File: src/design/hpst_mul.sv
// Two-stage signed multiplier: operands split in halves, four partial
// products registered, then summed and registered. Standalone.
`default_nettype none

module hpst_mul #(
    parameter int AW = 32,
    parameter int BW = 32
) (
    input  wire logic                    i_clk,
    input  wire logic                    i_en_pp,
    input  wire logic                    i_en_sum,
    input  wire logic signed [AW-1:0]    i_a,
    input  wire logic signed [BW-1:0]    i_b,
    output logic signed [AW+BW-1:0]      o_p
);
    localparam int HA  = AW / 2;
    localparam int HB  = BW / 2;
    localparam int PW  = AW + BW;
    localparam int LLW = HA + HB + 2;
    localparam int HLW = AW - HA + HB + 1;
    localparam int LHW = HA + BW - HB + 1;
    localparam int HHW = AW - HA + BW - HB;

    logic        [HA-1:0]    a_lo;
    logic signed [AW-HA-1:0] a_hi;
    logic        [HB-1:0]    b_lo;
    logic signed [BW-HB-1:0] b_hi;

    logic signed [LLW-1:0] n_ll, r_ll;
    logic signed [HLW-1:0] n_hl, r_hl;
    logic signed [LHW-1:0] n_lh, r_lh;
    logic signed [HHW-1:0] n_hh, r_hh;

    logic signed [PW-1:0] e_ll, e_hl, e_lh, e_hh, n_p, r_p;

    always_comb begin
        a_lo = i_a[HA-1:0];
        a_hi = i_a[AW-1:HA];
        b_lo = i_b[HB-1:0];
        b_hi = i_b[BW-1:HB];
        n_ll = LLW'($signed({1'b0, a_lo})) * LLW'($signed({1'b0, b_lo}));
        n_hl = HLW'(a_hi) * HLW'($signed({1'b0, b_lo}));
        n_lh = LHW'($signed({1'b0, a_lo})) * LHW'(b_hi);
        n_hh = HHW'(a_hi) * HHW'(b_hi);
    end

    always_ff @(posedge i_clk) begin
        if (i_en_pp) begin
            r_ll <= n_ll;
            r_hl <= n_hl;
            r_lh <= n_lh;
            r_hh <= n_hh;
        end
    end

    always_comb begin
        e_ll = PW'(r_ll);
        e_hl = PW'(r_hl);
        e_lh = PW'(r_lh);
        e_hh = PW'(r_hh);
        n_p  = (e_hh <<< (HA + HB)) + (e_hl <<< HA) + (e_lh <<< HB) + e_ll;
    end

    always_ff @(posedge i_clk) begin
        if (i_en_sum) begin
            r_p <= n_p;
        end
    end

    assign o_p = r_p;

endmodule

`default_nettype wire

File: config.mk
export PLATFORM = sky130hd
export DESIGN_NAME = hpst_mul
export DESIGN_NICKNAME = d
export VERILOG_FILES = /design/src/design/hpst_mul.sv
export SDC_FILE = /design/constraint.sdc
export NUM_CORES = 2
export LEC_CHECK = 0
export BUFFER_PORTS_ARGS = -buffer_cell sky130_fd_sc_hd__buf_2
export CELL_PAD_IN_SITES_DETAIL_PLACEMENT = 1
export CELL_PAD_IN_SITES_GLOBAL_PLACEMENT = 2
export CORE_ASPECT_RATIO = 1.1
export CORE_MARGIN = 5
export CORE_UTILIZATION = 40
export DETAILED_ROUTE_END_ITERATION = 16
export GPL_ROUTABILITY_DRIVEN = 0
export GPL_TIMING_DRIVEN = 0
export PLACE_DENSITY_LB_ADDON = 0.1
export SETUP_SLACK_MARGIN = 0.2
export SLEW_MARGIN = 25
export SYNTH_ARGS = -nofsm -noshare
export SYNTH_HDL_FRONTEND = slang
export SYNTH_SLANG_ARGS = --single-unit
File: constraint.sdc
create_clock -name i_clk -period 15.6 [get_ports i_clk]
set_input_delay 0.78 -clock i_clk [delete_from_list [all_inputs] [get_ports i_clk]]
set_output_delay 0.78 -clock i_clk [all_outputs]
set_load 0.005 [all_outputs]
Word-level counts from Yosys, hierarchy flattened
Index checks and enable logic that the tools add are counted.
Widths: inputs -> output; s select.
{ "word_totals": {"register_bits": 194, "inputBits": 67, "output_inout_bits": 64, "word_cells": 12} }
{ "classes": {"add_sub_neg": 3, "n_mul": 4} }
{ "op_table": {"columns": ["operator", "count"], "rows": [
  ["$add 64x49->64", 2],
  ["$add 64x33->64", 1],
  ["$mul 16x16->32", 2],
  ["$mul 16x17->33", 1],
  ["$mul 17x16->33", 1]
]} }

Depth between registers and ports, before layout
{ "logic_depth": {"ltp_word": 3, "mapped_depth": 24} }

Least setup slack after synthesis
Ideal clock, no wire load.
{ "synth_path": {"path_type": "input-to-reg", "startpoint": "input i_a[11]", "endpoint": "register r_ll[31], data pin", "setup_time_ns": 0.259, "arrival_time_ns": 6.328, "required_time_ns": 15.341, "setup_slack_ns": 9.012, "path_stages": 21, "n_path_buf": 1, "path_cell_list": "clkbuf_1 > nand2_1 > fa_1 > fa_1 > inv_1 > fa_1 > fa_1 > fa_1 > inv_1 > fa_1 > inv_1 > ha_1 > a21o_1 > a221o_1 > a211oi_1 > o41ai_1 > a41oi_1 > nor2_1 > or3_1 > a21oi_1 > xnor2_1"} }
{ "synth_via": {"elab_chain_cells": 1} }
{ "synth_rtl": {"columns": ["element", "line_no", "source"], "rows": [
  ["from (decl)", "12", "input wire logic signed [AW-1:0] i_a,"],
  ["$mul 16x16->32", "41", "n_ll = LLW'($signed({1'b0, a_lo})) * LLW'($signed({1'b0, b_lo}));"],
  ["named net n_ll[31]", "29", "logic signed [LLW-1:0] n_ll, r_ll;"],
  ["to (signal assigned)", "49", "r_ll <= n_ll;"],
  ["to (decl)", "29", null]
]} }
The timed path passes the listed nets, and every way through them passes these cells.
A chain may end at the register's enable or synchronous reset.

Worst setup path in the final report
{ "layout_path": {"startpoint": "input i_b[1]", "endpoint": "register r_ll[29], data pin"} }
{ "layout_via": {"elab_chain_cells": 1} }
{ "layout_rtl": {"columns": ["element", "line_no", "source"], "rows": [
  ["from (decl)", "13", "input wire logic signed [BW-1:0] i_b,"],
  ["$mul 16x16->32", "41", null],
  ["named net n_ll[29]", "29", null]
]} }
The timed path passes the listed nets, and every way through them passes these cells.

==> results.toml <==
[outcome]
status = "finished clean"

[cts]
clkTransAtPathRegs_ps = 90
clock_path_buffers = 2
h-tree-depth = 4
clk_latency_ps = 550
cts.sinks = 194
cts_resized = 0
cts-buffers-inserted = 17
hold_buffers = 0
ctsRootBufferMaster = "clkbuf_16"
cts_tree = "done"
cts_setup_buffers = 0

[grt]
antenna_found_initial = 26
gr-total-overflow = 0
grt_pass1_wl_um = 238000
grt_usage_pct = 27.6
grt_max_degree = 73
grt_pass1_vias = 36500

[finish]
fin_util_pct = 43.2
fin_nets = 6178
stdcell_count = 6264
area_growth_pct = 7.27
final_layout_size_suffix_gt1_share_pct = 4.06

[floorplan]
dieArea_mm2 = 0.118
start_util_pct = 40.3
die_h_um = 360
placement_rows = 128
die_x_um = 329
ios = 131
core-area_mm2 = 0.111

[synth]
async_reset_ff_share_pct = 0
synthFlopType = "edfxtp_1"
synth_fp_nets = 6025
syn_inst = 4589
netlist_area_mm2 = 0.0446
synth.distinct_cells = 71
synth-edff-count = 194
synth_area_per_cell_um2 = 9.73
ys_seq_area_share_pct = 13.0
yosysWarnings = 0
postSynthRegisterBits = 194

[drt]
routed_wl_um = 160000
wl_per_cell_um = 25.5
routed_via_density = 5.22
vias = 32700
drt-initial-drc-count = 1877
drc = 0
final_antenna_net_count = 0
firstDrtPassIters = 5

[critical_path]
critPathMaxStageDelay_ps = 780
critical_path.cell_chain = "buf_2 > clkbuf_1 > nand2_1 > fa_1 > fa_1 > fa_1 > inv_1 > fa_1 > fa_1 > inv_1 > fa_1 > inv_1 > ha_1 > nand4_1 > a21oi_1 > a211oi_1 > o41ai_1 > a41oi_1 > nand2b_1 > a2111oi_0 > nor3_1"
crit_path_top_delay_cell = "o41ai_1"
arrival_ps = 8440
cp-start-kind = "input port"
critPathMaxFanout = 10
worstPathRequired_ps = 15840
cp-end-kind = "flop"
crit_type = "input port to flop"
path_common_cell = "fa_1"
r2r_cells = 11

[timing]
period_minus_slack_ps = 8200
final_hold_viol_count = 0
fmax_ghz = 0.122
worstMarginPinSlew_ps = 1180
min_period_over_period_pct = 52.6
setup_viol = 0
slew_headroom_pct = 21.2
rsz0062_at_grt = "no"
skew_ps = 26.4
maxSlewViolCount = 0
setup_slack_ps = 7400
finalSetupTns_ps = 0

[place]
post-dp-hpwl_um = 135000
port-buffer-count = 130
dp_slack_ps = 6970
dp_cells = 6218

[hold_path]
hold_depth = 0
hold_class = "flop to flop"

[run]
drv_cap = 0
## per-layer routing
metal / global-route usage (%) / routed length, µm
met2: 45.7 / 75500
met5: 0 / 8
met1: 37.6 / 69800
met4: 9.02 / 5660
met3: 3.84 / 8940
## kinds of logic (layout without fill, tap and decap cells)
family | Yosys count | after routing | synth area share, %
fa+ha+maj | 1369 | 1369 | 53.4
simple gates | 1260 | 1260 | 14.1
buf+inv | 1182 | 1348 | 9.94
compound gates | 420 | 420 | 6.30
flops | 194 | 194 | 13.0
xor+xnor | 163 | 163 | 3.20
mux | 1 | 1 | 0.0252
other cells | 0 | 14 | 0
## cells in the final DEF, fill, tap and decap left out, types with 18 or more instances in the layout
cell type	netlist	final
inv_1	978	978
a21o_1	71	71
xnor2_1	112	112
o21ai_0	59	59
ha_1	477	477
xor2_1	51	51
nor3_1	18	18
and3_1	20	20
o21bai_1	26	26
nand2_1	541	541
a21oi_1	131	131
edfxtp_1	194	194
clkbuf_1	199	196
nor2_1	85	85
nand3_1	18	18
nand2b_1	31	31
o21a_1	26	26
buf_2	2	130
fa_1	892	892
and2_1	487	487
## flip-flops by register name, indices dropped and copies added, names as in the netlist
register  cells
r_ll         32
r_hh         32
r_hl         33
r_lh         33
o_p          64
## synth_stat cells (3+ instances only)
cell	n	area share, %
a2111o_1	3	0.076
a2111oi_0	3	0.059
a211o_1	5	0.098
a211oi_1	16	0.27
a21boi_0	3	0.050
a21o_1	71	1.2
a21oi_1	131	1.5
a221o_1	3	0.067
a311o_1	3	0.067
a31o_2	4	0.078
a31oi_1	13	0.18
and2_1	487	6.8
and3_1	20	0.28
and4_1	4	0.078
clkbuf_1	199	1.7
edfxtp_1	194	13
fa_1	892	40
ha_1	477	13
inv_1	978	8.2
nand2_1	541	4.5
nand2b_1	31	0.43
nand3_1	18	0.20
nand4_1	16	0.22
nor2_1	85	0.71
nor2b_1	17	0.24
nor3_1	18	0.20
nor4_1	4	0.056
o211ai_1	10	0.17
o21a_1	26	0.44
o21ai_0	59	0.66
o21ai_2	3	0.059
o21bai_1	26	0.44
o221ai_1	4	0.078
o22ai_1	3	0.042
o31ai_1	4	0.067
o41ai_1	3	0.059
or2_2	5	0.070
or3_1	4	0.056
or4_1	3	0.050
xnor2_1	112	2.2
xor2_1	51	1.0
## area by class of cell
type / instances / area [µm²]
plain buffers: 203 / 769
well taps: 1495 / 1870
flip-flops and latches: 194 / 5830
repair buffers: 134 / 752
diodes: 14 / 35.0
inverters: 979 / 3670
multi-input cells: 3213 / 34400
fillers: 12700 / 62900
clock buffers: 18 / 429
clock inverters: 14 / 155
## through the flow
stage               hold WS, ps  cell area (µm²)
floorplan                   400            44600
global placement            404            47200
detailed placement          405            47300
CTS                         425            47900
global route                428            47900
finish                      423            47900
## worst max-delay path, delay by kind of cell
family          cells  cell delay (ps)
simple gates        4             1240
compound gates      5             1860
buf+inv             5             1040
fa+ha+maj           7             3490
## path summary, 6_finish.rpt
kind / start / end / slack, ps
max reg2reg: r_ll[18]$_DFFE_PP_ / o_p[60]$_DFFE_PP_ / 10830
min: r_ll[3]$_DFFE_PP_ / o_p[3]$_DFFE_PP_ / 420
min reg2reg: r_ll[3]$_DFFE_PP_ / o_p[3]$_DFFE_PP_ / 420
max: i_b[1] / r_ll[29]$_DFFE_PP_ / 7400
Power is not shown: default switching activity piles up to over one toggle a cycle in this logic, so the estimate is an artifact.
